## src/rtl/afi_pkg.sv

```systemverilog
// afi_pkg: shared constants, types and the CORDIC arctangent table
// for the actual-flip-angle estimator. No dependencies.
package afi_pkg;

	localparam int SAMPLE_BITS     = 16;
	localparam int ANGLE_FRAC_BITS = 14;
	localparam int CORDIC_STEPS    = 16;

	localparam int XFRAC    = 30;               // fraction bits of the acos argument
	localparam int RATIO_W  = 16;               // tr_ratio, unsigned Q4.12
	localparam int ANGLE_W  = 16;
	localparam int STAT_W   = 2;
	localparam int MAG_W    = SAMPLE_BITS + 1;  // abs value and magnitude
	localparam int RAD_W    = 64;               // radicand / root width of the sqrt cells
	localparam int NUM_W    = RATIO_W + MAG_W + 3;
	localparam int CRD_W    = XFRAC + 6;        // CORDIC x, y, z
	localparam int SQ1_STEPS = SAMPLE_BITS;     // root bits of |voxel|
	localparam int SQ2_STEPS = XFRAC + 1;       // root bits of sqrt(1 - x^2)
	localparam int DIV_STEPS = XFRAC;
	localparam int ONE_Q12_SH = 12;

	localparam logic [CRD_W-1:0] PI_Q30      = CRD_W'(64'd3373259426);
	localparam logic [CRD_W-1:0] HALF_PI_Q30 = CRD_W'(64'd1686629713);

	localparam logic [STAT_W-1:0] ST_OK    = 2'd0;
	localparam logic [STAT_W-1:0] ST_FZERO = 2'd1;
	localparam logic [STAT_W-1:0] ST_DZERO = 2'd2;
	localparam logic [STAT_W-1:0] ST_CLAMP = 2'd3;

	// per-item flags carried alongside the datapath
	typedef struct packed {
		logic [STAT_W-1:0] status;
		logic              bypass;  // angle fixed, CORDIC result unused
		logic              fix_pi;  // fixed angle is pi, else 0
		logic              neg;     // acos argument negative
	} side_t;

	function automatic logic [CRD_W-1:0] atan_q30(input logic [5:0] idx);
		logic [31:0] v;
		case (idx)
			6'd0:  v = 32'd843314857;
			6'd1:  v = 32'd497837829;
			6'd2:  v = 32'd263043837;
			6'd3:  v = 32'd133525159;
			6'd4:  v = 32'd67021687;
			6'd5:  v = 32'd33543516;
			6'd6:  v = 32'd16775851;
			6'd7:  v = 32'd8388437;
			6'd8:  v = 32'd4194283;
			6'd9:  v = 32'd2097149;
			6'd10: v = 32'd1048576;
			6'd11: v = 32'd524288;
			6'd12: v = 32'd262144;
			6'd13: v = 32'd131072;
			6'd14: v = 32'd65536;
			6'd15: v = 32'd32768;
			6'd16: v = 32'd16384;
			6'd17: v = 32'd8192;
			6'd18: v = 32'd4096;
			6'd19: v = 32'd2048;
			6'd20: v = 32'd1024;
			6'd21: v = 32'd512;
			6'd22: v = 32'd256;
			6'd23: v = 32'd128;
			6'd24: v = 32'd64;
			6'd25: v = 32'd32;
			6'd26: v = 32'd16;
			6'd27: v = 32'd8;
			6'd28: v = 32'd4;
			6'd29: v = 32'd2;
			6'd30: v = 32'd1;
			default: v = 32'd0;
		endcase
		return CRD_W'(v);
	endfunction

endpackage

```

## src/rtl/afi_sqrt_cell.sv

```systemverilog
// afi_sqrt_cell: one bit-pair step of a restoring integer square root.
// Depends on afi_pkg.
module afi_sqrt_cell (
	input  logic                        clk,
	input  logic                        en,
	input  logic [5:0]                  k,      // trial bit is 4^k
	input  logic [afi_pkg::RAD_W-1:0]   rad,
	input  logic [afi_pkg::RAD_W-1:0]   root,
	output logic [afi_pkg::RAD_W-1:0]   rad_q,
	output logic [afi_pkg::RAD_W-1:0]   root_q
);
	logic [afi_pkg::RAD_W-1:0] trial_bit, trial, rad_nx, root_nx;

	always_comb begin
		trial_bit = afi_pkg::RAD_W'(1) << {k, 1'b0};
		trial     = root + trial_bit;
		if (rad >= trial) begin
			rad_nx  = rad - trial;
			root_nx = (root >> 1) + trial_bit;
		end else begin
			rad_nx  = rad;
			root_nx = root >> 1;
		end
	end

	always_ff @(posedge clk) begin
		if (en) begin
			rad_q  <= rad_nx;
			root_q <= root_nx;
		end
	end
endmodule

```

## config.mk

```make
export PLATFORM = sky130hd
export DESIGN_NAME = afi_sqrt_cell
export DESIGN_NICKNAME = d
export VERILOG_FILES = /design/src/rtl/afi_pkg.sv /design/src/rtl/afi_sqrt_cell.sv
export SDC_FILE = /design/constraint.sdc
export NUM_CORES = 1
export LEC_CHECK = 0
export ABC_AREA = 1
export ABC_CLOCK_PERIOD_IN_PS = 7900
export BUFFER_PORTS_ARGS = -buffer_cell sky130_fd_sc_hd__buf_2
export CAP_MARGIN = 15
export CORE_AREA = 2 2 213 215
export CTS_CLUSTER_SIZE = 25
export DETAILED_ROUTE_END_ITERATION = 16
export DIE_AREA = 0 0 215 217
export GPL_TIMING_DRIVEN = 0
export PLACE_DENSITY_LB_ADDON = 0.05
export SETUP_SLACK_MARGIN = 0.3
export SKIP_LAST_GASP = 1
export SLEW_MARGIN = 30
export SYNTH_ARGS = -nofsm -noshare
export SYNTH_HDL_FRONTEND = slang
export SYNTH_SLANG_ARGS = --single-unit
```

## constraint.sdc

```tcl
create_clock -name clk -period 7.9 [get_ports clk]
set_input_delay 1.58 -clock clk [delete_from_list [all_inputs] [get_ports clk]]
set_output_delay 1.58 -clock clk [all_outputs]
set_load 0.01 [all_outputs]
```

==> impl_metrics.toml <==
[finish]
areaGrowthSynthToFinish_pct = 15.4
nNetsFinal = 3457
finalNonFillerCells = 3806
stdcell_area_um2 = 20200
drive_gt1_share_pct = 10.6
utilization_pct = 45.2

[floorplanning]
io_pins = 264
chipWidth_um = 215
rows = 78
initial_core_util_pct = 39.2
core-area_um2 = 44700
die_area_um2 = 46700
die_h_um = 217

[min_path]
hp-start = "rad[63]"
hold_class = "primary input to register"

[route]
viasPerCell = 5.42
drcViolationCount = 0
first_pass_iters = 6
totalWireLength_mm = 81.5
drt-initial-drc-count = 1708
via_count = 20600
top_layer = "met4"
antenna_left = 0
met1_length_mm = 33.2
met2_length_mm = 38.8
wl_met3_mm = 4.55
wl_per_cell_um = 21.4

[global_route]
grt_pass1_wl_mm = 118
grtUsageTotal_pct = 34.5
grt_overflow = 0
grt_max_degree = 67
grt_pass1_vias = 20200
antenna_found_initial = 2

[run]
max-cap-violations = 0

[critical_path]
max_stage_delay_ns = 0.36
cp_num_buf_inv = 5
cp_max_fo = 10
cp-startpoint = "k[4]"
end_kind = "register"
slowest_stage = "buf_2"
cp_top_family = "simple AND/OR/NAND/NOR gates"
crit_top_cell = "nand2_1"
path_class = "primary input to register"
startpoint_type = "primary input"
crit_arrival_ns = 7.59
worstPathRequired_ns = 8.14

[power_and_ir_drop]
p_leak_nw = 8.84
p_int_mw = 1.68
p_sw_mw = 1.06
power_density_nw_per_um2 = 136
vdd_drop_max_v = 0.000150
power_frac_comb_pct = 37.3
switching_share_pct = 38.8
clkPwrFrac_pct = 30.5
pwr-share-seq_pct = 32.1

[timing]
max-slew-margin-rel_pct = 46.0
fin_crit_sh_pct = 93.0
min_period_ns = 7.34
finalSetupViolations = 0
layout_setup_ws_ns = 0.555
rsz0062_at_grt = "true"
slew_viol_final = 0
tightest_slew_ns = 0.801
fmax_ghz = 0.136
final-hold-violation-count = 0

[clock_tree]
hold_buffers = 0
cts_buffers = 17
clkSinkCount = 128
cts_tree = "yes"
clkTransAtPathRegs_ns = 0.06
cts_buffer_depth = 2
cts.htree.levels = 4
cts_root_buf = "clkbuf_16"

[placed_design]
port_buffers = 259
post-place-cells = 3773
dp_slack_ns = -0.313
place.gp.congestion = 1.05
place_area_um2 = 19600
dp_hpwl_mm = 69.8

[outcome]
outcome = "finished clean"

[synth]
ys_ff_latch = 128
syn_nets = 3178
synthFlopType = "edfxtp_1"
synth_area_per_cell_um2 = 6.01
synth_cells = 2913
synth_area_um2 = 17500
synth_edf_count = 128
ys_seq_area_share_pct = 22.0
ys_async_sr_fraction_pct = 0
ys_types = 48
synth_warnings = 0
## synthesized netlist by cell type (7+ instances only)
cell,count,area (um2)
o21bai_1,17,128
edfxtp_1,128,3840
nand3_1,130,651
nor3_1,55,275
inv_1,413,1550
nor2_1,437,1640
buf_4,7,52.6
ha_1,128,1600
a21oi_1,181,906
nand2_1,844,3170
o21ai_1,12,60.1
a211oi_1,8,60.1
nand4_1,43,269
xnor2_1,86,753
buf_6,7,78.8
buf_2,11,55.1
clkbuf_1,7,26.3
o21ai_0,250,1250
a21o_1,15,113
nand3b_1,32,240
xor2_1,33,289
a31oi_1,10,62.6
nor4_1,8,50.1
## path summary, 6_finish.rpt
check             cells past startpoint                  end  slack, ns
setup / recovery                     27  rad_q[43]$_DFFE_PP_       0.56
hold / removal                        3  rad_q[63]$_DFFE_PP_       1.38
## layer usage
metal	vias to the layer above	global-route usage, %
li1	10100	-
met2	820	60.1
met4	0	20.7
met1	9502	40.5
met5	-	0
met3	197	4.58
## power by group through the flow
stage          Clock, mW  Combinational, mW  Sequential (mW)
2_1_floorplan          0              0.532            0.944
5_1_grt            0.875               1.11            0.888
3_3_place_gp           0              0.999            0.895
6_report           0.836               1.02            0.880
4_1_cts            0.854               1.01            0.881
3_5_place_dp           0               1.00            0.894
## through the flow
stage	hold WS [ns]	total power [mW]	setup TNS (ns)
3_3_place_gp	1.88	1.89	-4.02
5_1_grt	1.39	2.87	0
2_1_floorplan	1.69	1.48	0
3_5_place_dp	1.88	1.89	-2.45
6_report	1.38	2.74	0
4_1_cts	1.35	2.74	0
## area by class of cell
cell class | instances | area, um2
flip-flops and latches | 128 | 3840
multi-input cells | 2332 | 11900
diodes | 1 | 2.50
repair buffers | 260 | 1330
clock inverters | 15 | 168
well taps | 600 | 751
fillers | 4970 | 24500
inverters | 421 | 1590
plain buffers | 32 | 214
clock buffers | 17 | 425
## flip-flops by register name (all words and copies together), names as in the netlist
signal	cells
rad_q	64
root_q	64
## cells by family (layout without fill, tap and decap cells)
kind of cell / Yosys count / after routing / synth area share, %
adder cells (fa/ha/maj): 129 / 129 / 9.26
flip-flops: 128 / 128 / 22.0
other: 0 / 1 / 0
buffers and inverters: 453 / 745 / 10.3
AO/OA/AOI/OAI: 521 / 521 / 16.1
AND/OR/NAND/NOR: 1563 / 1563 / 36.5
XOR/XNOR: 119 / 119 / 5.95
## cells in the final DEF (no fill, tap or decap), drive strengths merged
master,n
a211oi,8
a21boi,6
a21o,15
a21oi,182
a22oi,1
a31o,2
a31oi,10
and2,1
and3,2
buf,285
bufinv,3
clkbuf,24
clkinv,8
clkinvlp,3
diode,1
edfxtp,128
fa,1
ha,128
inv,422
nand2,845
nand3,131
nand3b,32
nand4,43
nor2,440
nor3,56
nor4,9
o2111a,1
o2111ai,1
o211a,1
o211ai,2
o21a,5
o21ai,266
o21bai,17
o221ai,1
o311ai,2
o31ai,1
or2,4
xnor2,86
xor2,33
## timing repair
item / 4_1_cts / 5_1_grt
setup endpoints to repair: 6 / 85
buffers inserted: 0 / 0
resized for setup: 1 / 3
Power figures use the tool's default switching activity.
