[config.mk]
export PLATFORM = sky130hd
export DESIGN_NAME = afi_cordic_cell
export DESIGN_NICKNAME = d
export VERILOG_FILES = /design/src/rtl/afi_pkg.sv /design/src/rtl/afi_cordic_cell.sv
export SDC_FILE = /design/constraint.sdc
export NUM_CORES = 1
export LEC_CHECK = 0
export BUFFER_PORTS_ARGS = -buffer_cell sky130_fd_sc_hd__buf_2
export CORE_MARGIN = 8
export CORE_UTILIZATION = 40
export DETAILED_ROUTE_END_ITERATION = 16
export PLACE_DENSITY = 0.67
export SYNTH_ARGS = -nofsm -noshare
export SYNTH_HDL_FRONTEND = slang
export SYNTH_SLANG_ARGS = --single-unit
[constraint.sdc]
create_clock -name clk -period 17.9 [get_ports clk]
set_input_delay 5.37 -clock clk [delete_from_list [all_inputs] [get_ports clk]]
set_output_delay 5.37 -clock clk [all_outputs]
set_load 0.005 [all_outputs]
[src/rtl/afi_pkg.sv]
// afi_pkg: shared constants, types and the CORDIC arctangent table
// for the actual-flip-angle estimator. No dependencies.
package afi_pkg;

	localparam int SAMPLE_BITS     = 16;
	localparam int ANGLE_FRAC_BITS = 14;
	localparam int CORDIC_STEPS    = 16;

	localparam int XFRAC    = 30;               // fraction bits of the acos argument
	localparam int RATIO_W  = 16;               // tr_ratio, unsigned Q4.12
	localparam int ANGLE_W  = 16;
	localparam int STAT_W   = 2;
	localparam int MAG_W    = SAMPLE_BITS + 1;  // abs value and magnitude
	localparam int RAD_W    = 64;               // radicand / root width of the sqrt cells
	localparam int NUM_W    = RATIO_W + MAG_W + 3;
	localparam int CRD_W    = XFRAC + 6;        // CORDIC x, y, z
	localparam int SQ1_STEPS = SAMPLE_BITS;     // root bits of |voxel|
	localparam int SQ2_STEPS = XFRAC + 1;       // root bits of sqrt(1 - x^2)
	localparam int DIV_STEPS = XFRAC;
	localparam int ONE_Q12_SH = 12;

	localparam logic [CRD_W-1:0] PI_Q30      = CRD_W'(64'd3373259426);
	localparam logic [CRD_W-1:0] HALF_PI_Q30 = CRD_W'(64'd1686629713);

	localparam logic [STAT_W-1:0] ST_OK    = 2'd0;
	localparam logic [STAT_W-1:0] ST_FZERO = 2'd1;
	localparam logic [STAT_W-1:0] ST_DZERO = 2'd2;
	localparam logic [STAT_W-1:0] ST_CLAMP = 2'd3;

	// per-item flags carried alongside the datapath
	typedef struct packed {
		logic [STAT_W-1:0] status;
		logic              bypass;  // angle fixed, CORDIC result unused
		logic              fix_pi;  // fixed angle is pi, else 0
		logic              neg;     // acos argument negative
	} side_t;

	function automatic logic [CRD_W-1:0] atan_q30(input logic [5:0] idx);
		logic [31:0] v;
		case (idx)
			6'd0:  v = 32'd843314857;
			6'd1:  v = 32'd497837829;
			6'd2:  v = 32'd263043837;
			6'd3:  v = 32'd133525159;
			6'd4:  v = 32'd67021687;
			6'd5:  v = 32'd33543516;
			6'd6:  v = 32'd16775851;
			6'd7:  v = 32'd8388437;
			6'd8:  v = 32'd4194283;
			6'd9:  v = 32'd2097149;
			6'd10: v = 32'd1048576;
			6'd11: v = 32'd524288;
			6'd12: v = 32'd262144;
			6'd13: v = 32'd131072;
			6'd14: v = 32'd65536;
			6'd15: v = 32'd32768;
			6'd16: v = 32'd16384;
			6'd17: v = 32'd8192;
			6'd18: v = 32'd4096;
			6'd19: v = 32'd2048;
			6'd20: v = 32'd1024;
			6'd21: v = 32'd512;
			6'd22: v = 32'd256;
			6'd23: v = 32'd128;
			6'd24: v = 32'd64;
			6'd25: v = 32'd32;
			6'd26: v = 32'd16;
			6'd27: v = 32'd8;
			6'd28: v = 32'd4;
			6'd29: v = 32'd2;
			6'd30: v = 32'd1;
			default: v = 32'd0;
		endcase
		return CRD_W'(v);
	endfunction

endpackage

[src/rtl/afi_cordic_cell.sv]
// afi_cordic_cell: one vectoring-mode CORDIC micro-rotation.
// Depends on afi_pkg (atan_q30 table).
module afi_cordic_cell (
	input  logic                               clk,
	input  logic                               en,
	input  logic [5:0]                         idx,
	input  logic signed [afi_pkg::CRD_W-1:0]   x,
	input  logic signed [afi_pkg::CRD_W-1:0]   y,
	input  logic signed [afi_pkg::CRD_W-1:0]   z,
	output logic signed [afi_pkg::CRD_W-1:0]   x_q,
	output logic signed [afi_pkg::CRD_W-1:0]   y_q,
	output logic signed [afi_pkg::CRD_W-1:0]   z_q
);
	logic signed [afi_pkg::CRD_W-1:0] xs, ys, at;

	always_comb begin
		xs = x >>> idx;
		ys = y >>> idx;
		at = $signed(afi_pkg::atan_q30(idx));
	end

	always_ff @(posedge clk) begin
		if (en) begin
			if (y > 0) begin
				x_q <= x + ys;
				y_q <= y - xs;
				z_q <= z + at;
			end else begin
				x_q <= x - ys;
				y_q <= y + xs;
				z_q <= z - at;
			end
		end
	end
endmodule

==> key figures <==
Place
  • Placed Instance Area: 18400 um^2
  • GP Congestion: 1.02
  • Port bufs: 223
  • DP Wirelength: 51400 um

Die
  • Num rows: 75
  • Core area: 41900 um^2
  • Horiz. Die Dim: 222 um
  • Initial Utilization: 0.406
  • Die area: 49400 um^2
  • Die height: 222 um
  • I/O pin cnt: 224

Yosys
  • Synth async-reset ratio: 0
  • Yosys reg bits: 108
  • Post-synth top area cell: edfxtp_1
  • EDFF count, synth: 108
  • Synthesized area: 17000 um^2
  • Syn_nets: 2193
  • Top post-synthesis cells by area: edfxtp_1 19%, mux4_2 11%, ha_1 8.6%, xnor2_1 6.0%, a21oi_1 4.8%
  • Post-synthesis average cell area: 8.70 um^2
  • Seq/Total Area, Yosys: 0.190
  • Area share of the largest cell type after synthesis: 0.190
  • Netlist cell types: 101
  • Mapped Cells: 1957
  • Most common flop cell mapped by yosys: edfxtp_1
  • Yosys Warn Count: 0

Setup path
  • Max stage delay on crit path: 840 ps
  • Critical Path End Type: register
  • Worst EP required: 18050 ps
  • Slowest cell on crit path: buf_4
  • WP data arrival: 12810 ps
  • Max Fanout on Critical Path: 65
  • CP top delay family: compound AO/OA/AOI/OAI gates
  • Worst Path Buf+Inv: 3
  • Worst setup path category: in2reg
  • Startpoint types: primary input
  • CP dominant cell by count: o21ai_0

Min path
  • Hold depth: 3
  • HP Class: in2reg
  • Hold path endpoint: z_q[35]$_DFFE_PP_
  • Hold path startpoint: z[35]

STA
  • Final Cycle Share: 0.707
  • Max frequency: 0.0790 GHz
  • Setup Total Neg Slack: 0 ps
  • Slew headroom: 0.264
  • Minimum clock period: 12660 ps
  • # setup viols final: 0
  • Fin. Hold Viols: 0
  • RSZ-0062 raised after global routing: no
  • Final Max Slew Viols: 0
  • Least-Margin Pin Slew: 1090 ps

Global route
  • GRT Total Usage: 0.262
  • GRT busiest layer: met2
  • Total grt overflow: 0
  • Largest net degree at the start of global routing: 73
  • Initial antenna violation count: 0
  • Vias in the first global route: 16700
  • First-pass GRT wire length: 102000 um
  • Met2 usage: 0.409
  • Met3 Usage GRT: 0.0673
  • Routing usage on met1: 0.337

Routing
  • Antenna-violating nets left: 0
  • Routed WL per cell: 25.6 um
  • Total routed wirelength: 67500 um
  • 1st-pass router iterations: 6
  • Vias post-DR: 17200
  • # DRC: 0
  • Number of vias per cell: 6.51
  • DR iter-0 viols: 2183

Layout
  • Fin nets: 2330
  • Diodes inserted: 0
  • Synth-to-Final Area Change: 9.93%
  • Layout cells sized above 1: 0.204
  • Design area: 18700 um^2

CTS
  • Post-CTS Setup Inserts: 0
  • H-tree levels: 3
  • CTS tree: yes
  • Clock-pin slew on the worst setup and hold paths: 70 ps
  • Clk buf depth: 2
  • CTS Buf Count: 9
  • CTS sink cnt: 108
  • Clock root cell: clkbuf_16
  • Hold buffer count at CTS: 0
  • Post-cts gate resize count: 0

Flow run
  • Max-cap viol count: 0

Power and ir drop
  • Max IR drop VDD: 47.9 uV
  • Leak: 7.65 nW
  • P per Cell Area: 73.6 nW/um^2

Outcome
  • Status: completed
## state kept, by name, indices dropped and copies added (netlist names)
signal  count
z_q        36
y_q        36
x_q        36
## stage by stage
stage          power, mW  hold slack (ps)  setup WS [ps]  instances   util
3_5_place_dp        1.14             5760           4990       2622  0.438
2_1_floorplan      0.897             5480           7010       1957      -
4_1_cts             1.38             5360           5380       2638  0.446
6_report            1.38             5370           5240       2638  0.446
5_1_grt             1.46             5370           4550       2638  0.446
3_3_place_gp        1.13             5750           5200       2622  0.438
## synthesized netlist by cell type, types with 7 or more instances
library cell  count
nor3_1           28
nand2_1         178
edfxtp_1        108
or3_1            14
o31ai_1          14
a211oi_1         14
a22oi_1          15
mux2_2           21
a21o_1           60
mux2_1            9
ha_1            117
nand2b_1         26
a22o_1           10
o21bai_1         17
nor2b_1          26
nor2_1          157
a221oi_1          9
nand3_1          37
a31oi_1          27
or2_2            13
buf_6            11
nand4_1          18
o22ai_1          16
buf_1            13
o221ai_1         12
o211ai_1         19
inv_1            53
buf_2            24
o21a_1           22
a31o_2            8
a211o_1           7
and2_1           16
nor4_1           12
buf_4             8
mux2i_1          67
o21ai_0         111
and3_1           16
xor2_1           68
xnor2_1         117
clkbuf_1         62
mux4_2           81
a21oi_1         164
## kinds of logic after synthesis
family | Yosys count | share of synthesized area
AOI/OAI and AO/OA | 609 | 0.238
and+or+nand+nor | 579 | 0.169
xor gates and xnor gates | 185 | 0.0951
muxes | 180 | 0.168
buffers and inverters | 176 | 0.0500
adders and majority gates | 120 | 0.0895
DFF | 108 | 0.190
## placed cells by master, fill, tap and decap left out, types with 10 or more instances in the layout
cell and count:
o21ai_0 111, xor2_1 68, o21bai_1 17, and3_1 16, a21oi_1 164, nand4_1 18, a21o_1 60, or3_1 14
buf_2 219, nand3_1 37, buf_4 27, mux2_2 21, o22ai_1 16, inv_1 53, o31ai_1 14, o221ai_1 12
o211ai_1 19, or2_2 13, mux4_2 81, ha_1 117, nor2_1 155, a22o_1 10, a22oi_1 15, and2_1 16
nand2_1 178, a211oi_1 14, nor4_1 12, edfxtp_1 108, nor2b_1 26, mux2i_1 67, xnor2_1 117, nand2b_1 26
o21a_1 22, nor3_1 27, a31oi_1 27
## report_power, final
| group | internal (mW) | switching [mW] | leakage (nW) |
|---|---|---|---|
| Clock | 0.125 | 0.107 | 0.163 |
| Sequential | 0.370 | 0.0146 | 1.06 |
| Combinational | 0.315 | 0.446 | 6.43 |
## worst max path at each step
stage                start                end  slack [ps]  cells past startpoint
detailed placement  idx[0]  z_q[35]$_DFFE_PP_        4990                     27
finish              idx[0]  z_q[35]$_DFFE_PP_        5240                     27
floorplan           idx[0]  z_q[35]$_DFFE_PP_        7010                     29
global route        idx[0]  z_q[35]$_DFFE_PP_        4550                     27
global placement    idx[0]  z_q[35]$_DFFE_PP_        5200                     27
CTS                 idx[0]  z_q[35]$_DFFE_PP_        5380                     27
## tightest hold or removal path: stages
cell	delay, ps
buf_2	90
xnor2_1	80
xnor2_1	130
## layout make-up
class	instances	area [um^2]
repair buffers	247	1310
clock buffers	9	225
well taps	539	674
fillers	4070	23200
multi-input cells	1673	13000
inverters	55	206
clock inverters	7	111
flip-flops and latches	108	3240
## per-layer routing
layer	part of all wire	up-vias
li1	-	7728
met1	0.41	8241
met2	0.44	1024
met3	0.10	188
met4	0.045	0
met5	0	-
Power figures use the tool's default switching activity.
