`config.mk`:
```
export PLATFORM = sky130hd
export DESIGN_NAME = afi_div_cell
export DESIGN_NICKNAME = d
export VERILOG_FILES = /design/src/rtl/afi_pkg.sv /design/src/rtl/afi_div_cell.sv
export SDC_FILE = /design/constraint.sdc
export NUM_CORES = 1
export LEC_CHECK = 0
export ABC_CLOCK_PERIOD_IN_PS = 3650
export BUFFER_PORTS_ARGS = -buffer_cell sky130_fd_sc_hd__buf_2
export CORE_MARGIN = 1.5
export CORE_UTILIZATION = 39
export DETAILED_ROUTE_END_ITERATION = 8
export PLACE_DENSITY = 0.68
export SLEW_MARGIN = 10
export SYNTH_ARGS = -nofsm -noshare
export SYNTH_HDL_FRONTEND = slang
export SYNTH_SLANG_ARGS = --single-unit
```
`constraint.sdc`:
```
create_clock -name clk -period 3.65 [get_ports clk]
set_clock_uncertainty 0.2 [all_clocks]
set_input_delay 0.5475 -clock clk [delete_from_list [all_inputs] [get_ports clk]]
set_output_delay 0.5475 -clock clk [all_outputs]
set_load 0.05 [all_outputs]
```
`src/rtl/afi_pkg.sv`:
```
// afi_pkg: shared constants, types and the CORDIC arctangent table
// for the actual-flip-angle estimator. No dependencies.
package afi_pkg;

	localparam int SAMPLE_BITS     = 16;
	localparam int ANGLE_FRAC_BITS = 14;
	localparam int CORDIC_STEPS    = 16;

	localparam int XFRAC    = 30;               // fraction bits of the acos argument
	localparam int RATIO_W  = 16;               // tr_ratio, unsigned Q4.12
	localparam int ANGLE_W  = 16;
	localparam int STAT_W   = 2;
	localparam int MAG_W    = SAMPLE_BITS + 1;  // abs value and magnitude
	localparam int RAD_W    = 64;               // radicand / root width of the sqrt cells
	localparam int NUM_W    = RATIO_W + MAG_W + 3;
	localparam int CRD_W    = XFRAC + 6;        // CORDIC x, y, z
	localparam int SQ1_STEPS = SAMPLE_BITS;     // root bits of |voxel|
	localparam int SQ2_STEPS = XFRAC + 1;       // root bits of sqrt(1 - x^2)
	localparam int DIV_STEPS = XFRAC;
	localparam int ONE_Q12_SH = 12;

	localparam logic [CRD_W-1:0] PI_Q30      = CRD_W'(64'd3373259426);
	localparam logic [CRD_W-1:0] HALF_PI_Q30 = CRD_W'(64'd1686629713);

	localparam logic [STAT_W-1:0] ST_OK    = 2'd0;
	localparam logic [STAT_W-1:0] ST_FZERO = 2'd1;
	localparam logic [STAT_W-1:0] ST_DZERO = 2'd2;
	localparam logic [STAT_W-1:0] ST_CLAMP = 2'd3;

	// per-item flags carried alongside the datapath
	typedef struct packed {
		logic [STAT_W-1:0] status;
		logic              bypass;  // angle fixed, CORDIC result unused
		logic              fix_pi;  // fixed angle is pi, else 0
		logic              neg;     // acos argument negative
	} side_t;

	function automatic logic [CRD_W-1:0] atan_q30(input logic [5:0] idx);
		logic [31:0] v;
		case (idx)
			6'd0:  v = 32'd843314857;
			6'd1:  v = 32'd497837829;
			6'd2:  v = 32'd263043837;
			6'd3:  v = 32'd133525159;
			6'd4:  v = 32'd67021687;
			6'd5:  v = 32'd33543516;
			6'd6:  v = 32'd16775851;
			6'd7:  v = 32'd8388437;
			6'd8:  v = 32'd4194283;
			6'd9:  v = 32'd2097149;
			6'd10: v = 32'd1048576;
			6'd11: v = 32'd524288;
			6'd12: v = 32'd262144;
			6'd13: v = 32'd131072;
			6'd14: v = 32'd65536;
			6'd15: v = 32'd32768;
			6'd16: v = 32'd16384;
			6'd17: v = 32'd8192;
			6'd18: v = 32'd4096;
			6'd19: v = 32'd2048;
			6'd20: v = 32'd1024;
			6'd21: v = 32'd512;
			6'd22: v = 32'd256;
			6'd23: v = 32'd128;
			6'd24: v = 32'd64;
			6'd25: v = 32'd32;
			6'd26: v = 32'd16;
			6'd27: v = 32'd8;
			6'd28: v = 32'd4;
			6'd29: v = 32'd2;
			6'd30: v = 32'd1;
			default: v = 32'd0;
		endcase
		return CRD_W'(v);
	endfunction

endpackage

```
`src/rtl/afi_div_cell.sv`:
```
// afi_div_cell: one quotient bit of a restoring long division.
// Depends on afi_pkg.
module afi_div_cell (
	input  logic                        clk,
	input  logic                        en,
	input  logic [afi_pkg::NUM_W-1:0]   rem,
	input  logic [afi_pkg::NUM_W-1:0]   dvs,
	input  logic [afi_pkg::XFRAC-1:0]   quo,
	output logic [afi_pkg::NUM_W-1:0]   rem_q,
	output logic [afi_pkg::NUM_W-1:0]   dvs_q,
	output logic [afi_pkg::XFRAC-1:0]   quo_q
);
	logic [afi_pkg::NUM_W-1:0] shl;

	assign shl = {rem[afi_pkg::NUM_W-2:0], 1'b0};

	always_ff @(posedge clk) begin
		if (en) begin
			dvs_q <= dvs;
			if (shl >= dvs) begin
				rem_q <= shl - dvs;
				quo_q <= {quo[afi_pkg::XFRAC-2:0], 1'b1};
			end else begin
				rem_q <= shl;
				quo_q <= {quo[afi_pkg::XFRAC-2:0], 1'b0};
			end
		end
	end
endmodule

```
==> flow_summary.json, run 1 <==
{
  "post-place-ws_ns": -0.180,
  "swShare": 0.356,
  "worstSetupPathType": "input port to register",
  "p_per_area_nw_per_um2": 478,
  "cts_resized": 0,
  "crit_path_end_kind": "register",
  "final-setup-viol-count": 0,
  "dieArea_sq_um": 15600,
  "io_buffers": 203,
  "critPathTopFamily": "compound AO/OA/AOI/OAI gates",
  "routedWlPerCell_um": 15.3,
  "n_antenna_cell": 0,
  "p_int_mw": 2.34,
  "die_h_um": 125,
  "setup_tns_ns": 0,
  "synth_edf_count": 102,
  "area_growth_pct": 30.9,
  "ys_seq_area_frac": 0.528,
  "crit_slowest_cell": "fa_1",
  "pwr-share-comb": 0.335,
  "hold_class": "input port to register",
  "synth-seq-cells": 102,
  "fin_ws_ns": 0.215,
  "grt_max_degree": 62,
  "max_stage_delay_ns": 0.45,
  "p_clk_frac": 0.265,
  "final_cell_mix": "buf_2 (202), edfxtp_1 (102), inv_1 (48), ha_1 (36)",
  "synthesis.nets": 610,
  "initialDrtViolationCount": 276,
  "ys.flop_type": "edfxtp_1",
  "synthArstFlopShare": 0,
  "grt_pass1_wl_um": 22300,
  "htree_levels": 3,
  "clkSinkCount": 102,
  "fin_area_sq_um": 7590,
  "synth_cell_type_count": 55,
  "dr.pass1.iters": 4,
  "track_usage": 0.176,
  "post_cts_buffers": 0,
  "dpl_cell_area_sq_um": 7300,
  "cts_root_buffer": "clkbuf_16",
  "dp_hpwl_um": 10800,
  "fill_cells": 1318,
  "syn_inst": 469,
  "critPathMaxFanout": 25,
  "rsz0062_at_grt": "false",
  "post-route-drc-count": 0,
  "postSynthAreaPerCell_sq_um": 12.4,
  "ios": 206,
  "max_slew.worst_pin.slew_ns": 0.570,
  "seq_power_share": 0.401,
  "multi_input_area_sq_um": 2500,
  "yosys.area.top_type": "edfxtp_1",
  "synthTopCellsByArea": "edfxtp_1 (53%), ha_1 (7.8%), mux2_4 (7.0%)",
  "vias": 4582,
  "gp_congestion": 0.905,
  "post-route-period-util": 0.941,
  "cts_tree": "done",
  "yosysWarnings": 0,
  "cts_hold_buf": 0,
  "routed_wirelength_um": 13800,
  "startpoint_type": "input port",
  "seqCellArea_sq_um": 3060,
  "outcome": "complete, no violations",
  "nets": 850,
  "p_switching_mw": 1.29,
  "p_leak_nw": 3.50,
  "grt_pass1_vias": 4619,
  "core-area_sq_um": 14500,
  "final_layout_size_suffix_gt1_frac": 0.429,
  "irDropWorstVdd_v": 0.000252,
  "clock_path_buffers": 2,
  "slew_violations": 0,
  "drt-vias-per-instance": 5.10,
  "finalCriticalPeriod_ns": 3.43,
  "die_w_um": 125,
  "max_slew_margin": 0.610,
  "required_ns": 3.55,
  "crit_chain": "buf_2, fa_1, a21o_1, a221oi_2, o21ai_2, a311oi_2, o31a_2, nand4_2, a41oi_4, buf_12, mux2_2",
  "overflow": 0,
  "fmax_mhz": 291,
  "critPathArrivalTime_ns": 3.34,
  "antenna_found_initial": 0,
  "cts_made_buffers": 9,
  "synth_top_area_frac": 0.528,
  "synth_area_sq_um": 5800,
  "start_util": 0.399,
  "row_count": 44,
  "timing.critical_path.buf_inv": 2,
  "ant_nets": 0,
  "hold_viol_final": 0,
  "final_common_cell": "buf_2",
  "drv_cap": 0,
  "path_clk_slew_ns": 0.08
}
## power groups by stage
stage          sequential (mW)  clock (mW)  combinational [mW]
2_1_floorplan             1.90           0               0.457
4_1_cts                   1.46       0.991                1.22
3_3_place_gp              1.48           0                1.20
5_1_grt                   1.47        1.03                1.30
6_report                  1.46       0.961                1.22
3_5_place_dp              1.48           0                1.22
## final timing paths
check             startpoint  endpoint  slack [ns]  cells past startpoint
hold / removal        quo[3]  quo_q[4]        0.16                      1
setup / recovery      rem[0]  rem_q[1]        0.22                     11
## per-stage QoR
stage	std cells	utilization	power, mW	hold slack (ns)
after floorplan	469	-	2.36	0.446
after detailed placement	882	0.502	2.70	0.526
after CTS	898	0.522	3.67	0.148
after global placement	882	0.502	2.68	0.524
final	898	0.522	3.63	0.162
after global routing	898	0.522	3.80	0.143
## state kept, by name, summed over array words and instances (netlist names)
| name | count |
|---|---|
| dvs_q | 36 |
| rem_q | 36 |
| quo_q | 30 |
## kinds of logic after synthesis
family                     Yosys count  synth area share
AOI/OAI and AO/OA                  111             0.135
and+or+nand+nor                     97            0.0857
buffers and inverters               58            0.0414
adders and majority gates           37            0.0811
xor gates and xnor gates            29            0.0438
muxes                               35            0.0852
DFF                                102             0.528
## area by class of cell
cell class | count | share of cell area
Timing Repair Buffer | 239 | 0.175
Clock inverter | 7 | 0.00956
Clock buffer | 9 | 0.0297
Inverter | 48 | 0.0237
Tap cell | 184 | 0.0303
Multi-Input combinational cell | 309 | 0.329
Sequential cell | 102 | 0.403
## cell usage after synthesis (6+ instances only)
master	number
nand2_1	23
a21oi_1	34
nor2_1	27
mux2_4	27
o21ai_0	13
inv_1	48
xor2_1	8
a21o_1	16
and4_1	6
clkbuf_1	7
ha_1	36
edfxtp_1	102
o21a_1	6
nand3_1	8
mux2_2	7
xnor2_1	21
nand4_1	7
## routing by layer
layer	up-vias	global-route usage	share of wire
met5	-	0	0
met4	0	0.0401	0.0065
met3	10	0.0543	0.069
met2	163	0.301	0.49
met1	2170	0.220	0.43
li1	2239	-	-
Power figures use the tool's default switching activity.
==> run 2: changes to the inputs <==
- PLACE_DENSITY: 0.68 -> 0.75
==> run 2 against run 1 <==
Compared with the run above: power fell by 0.96%; core utilization is 0.34 points lower; routed wire length fell by 2.1%; cell count fell by 0.67%; flip-flop and latch count is the same; sequential share of layout area increased by 0.27 points; combinational power hardly changed; design area down 0.66%; largest power group unchanged.
==> flow_summary.json, run 2 (same netlist as run 1, synthesis figures left out) <==
{
  "post-route-period-util": 0.926,
  "worstSetupPathType": "input port to register",
  "hp-start": "quo[21]",
  "drv_cap": 0,
  "antenna_found_initial": 1,
  "row_count": 44,
  "utilization": 0.519,
  "clock_path_buffers": 2,
  "post_cts_buffers": 0,
  "die_w_um": 125,
  "die_h_um": 125,
  "io_buffers": 203,
  "dr.pass1.iters": 4,
  "n_antenna_cell": 0,
  "finalCriticalPeriod_ns": 3.38,
  "dp_hpwl_um": 10600,
  "hold_end": "quo_q[22]",
  "ant_nets": 0,
  "crit_path_end_kind": "register",
  "start_util": 0.399,
  "nets": 844,
  "grt_pass1_wl_um": 21800,
  "largestRegisters": "dvs_q: 36 flops, rem_q: 36 flops, quo_q: 30 flops",
  "slew_violations": 0,
  "grt_pass1_vias": 4474,
  "required_ns": 3.55,
  "p_leak_nw": 3.47,
  "final_cell_mix": "buf_2 (202), edfxtp_1 (102), inv_1 (48), ha_1 (36), a21oi_1 (34)",
  "met2_usage": 0.293,
  "max_slew.worst_pin.slew_ns": 0.620,
  "path_clk_slew_ns": 0.07,
  "routedWlPerCell_um": 15.1,
  "rsz0062_at_grt": "false",
  "crit_chain": "buf_2, inv_1, fa_1, a21o_1, a221oi_2, o21ai_2, a311oi_2, o31a_2, nand4_2, a41oi_4, buf_12, mux2_2",
  "critPathArrivalTime_ns": 3.28,
  "final_common_cell": "buf_2",
  "drt-vias-per-instance": 5.08,
  "fill_cells": 1329,
  "grt-busiest-layer": "met2",
  "hold_class": "input port to register",
  "irDropWorstVdd_v": 0.000221,
  "gp_congestion": 0.860,
  "track_usage": 0.175,
  "post-place-ws_ns": -0.166,
  "timing.critical_path.buf_inv": 3,
  "met1_usage": 0.216,
  "holdPathStages": 1,
  "post-route-drc-count": 0,
  "cts_made_buffers": 9,
  "multi_input_area_sq_um": 2500,
  "fin_ws_ns": 0.268,
  "vias": 4528,
  "fmax_mhz": 296,
  "htree_levels": 3,
  "outcome": "complete, no violations",
  "final_layout_size_suffix_gt1_frac": 0.424,
  "max_stage_delay_ns": 0.43,
  "hold_viol_final": 0,
  "p_per_area_nw_per_um2": 477,
  "final-setup-viol-count": 0,
  "cts_tree": "done",
  "setup_tns_ns": 0,
  "startpoint_type": "input port",
  "critPathMaxFanout": 24,
  "cts_hold_buf": 0,
  "crit_slowest_cell": "fa_1",
  "initialDrtViolationCount": 219,
  "critPathTopFamily": "compound AO/OA/AOI/OAI gates",
  "ios": 206,
  "core-area_sq_um": 14500,
  "overflow": 0,
  "max_slew_margin": 0.587,
  "clkSinkCount": 102,
  "cts_root_buffer": "clkbuf_16",
  "dieArea_sq_um": 15600,
  "cts_resized": 0,
  "use_met3": 0.0565,
  "area_growth_pct": 30.1,
  "seqCellArea_sq_um": 3060,
  "grt_max_degree": 61,
  "routed_wirelength_um": 13500
}
run 2: routing by layer:
metal / share of wire / up-vias
li1: - / 2234
met1: 0.43 / 2124
met2: 0.48 / 155
met3: 0.076 / 13
met4: 0.0085 / 2
met5: 0.00074 / -
run 2: area by class of cell:
| type | instances | share of cell area |
|---|---|---|
| sequential | 102 | 0.406 |
| multi-input combinational | 309 | 0.331 |
| timing repair buffer | 233 | 0.170 |
| tap | 184 | 0.0305 |
| clock buffer | 9 | 0.0299 |
| inverter | 48 | 0.0239 |
| clock inverter | 7 | 0.00896 |
run 2: how the worst max path moves through the flow:
stage | startpoint | to | slack, ns | cells after the start
3_5_place_dp | dvs[0] | rem_q[5] | -0.17 | 12
2_1_floorplan | dvs[0] | rem_q[10] | 0.04 | 11
4_1_cts | dvs[0] | rem_q[6] | 0.22 | 12
3_3_place_gp | dvs[0] | rem_q[3] | -0.1 | 12
5_1_grt | dvs[0] | rem_q[1] | 0.1 | 12
6_report | dvs[0] | rem_q[1] | 0.27 | 12
run 2: power by group:
group	internal [mW]	switching, mW	leakage [nW]
Combinational	0.418	0.786	2.33
Sequential	1.43	0.0255	0.998
Clock	0.478	0.460	0.140
Total	2.33	1.27	3.47
run 2: stage by stage:
step | power (mW) | hold WS, ns | area, sq um | instances
2_1_floorplan | 2.36 | 0.446 | 5800 | 469
3_3_place_gp | 2.67 | 0.524 | 7250 | 876
3_5_place_dp | 2.69 | 0.526 | 7250 | 876
4_1_cts | 3.64 | 0.150 | 7540 | 892
5_1_grt | 3.78 | 0.145 | 7540 | 892
6_report | 3.60 | 0.167 | 7540 | 892
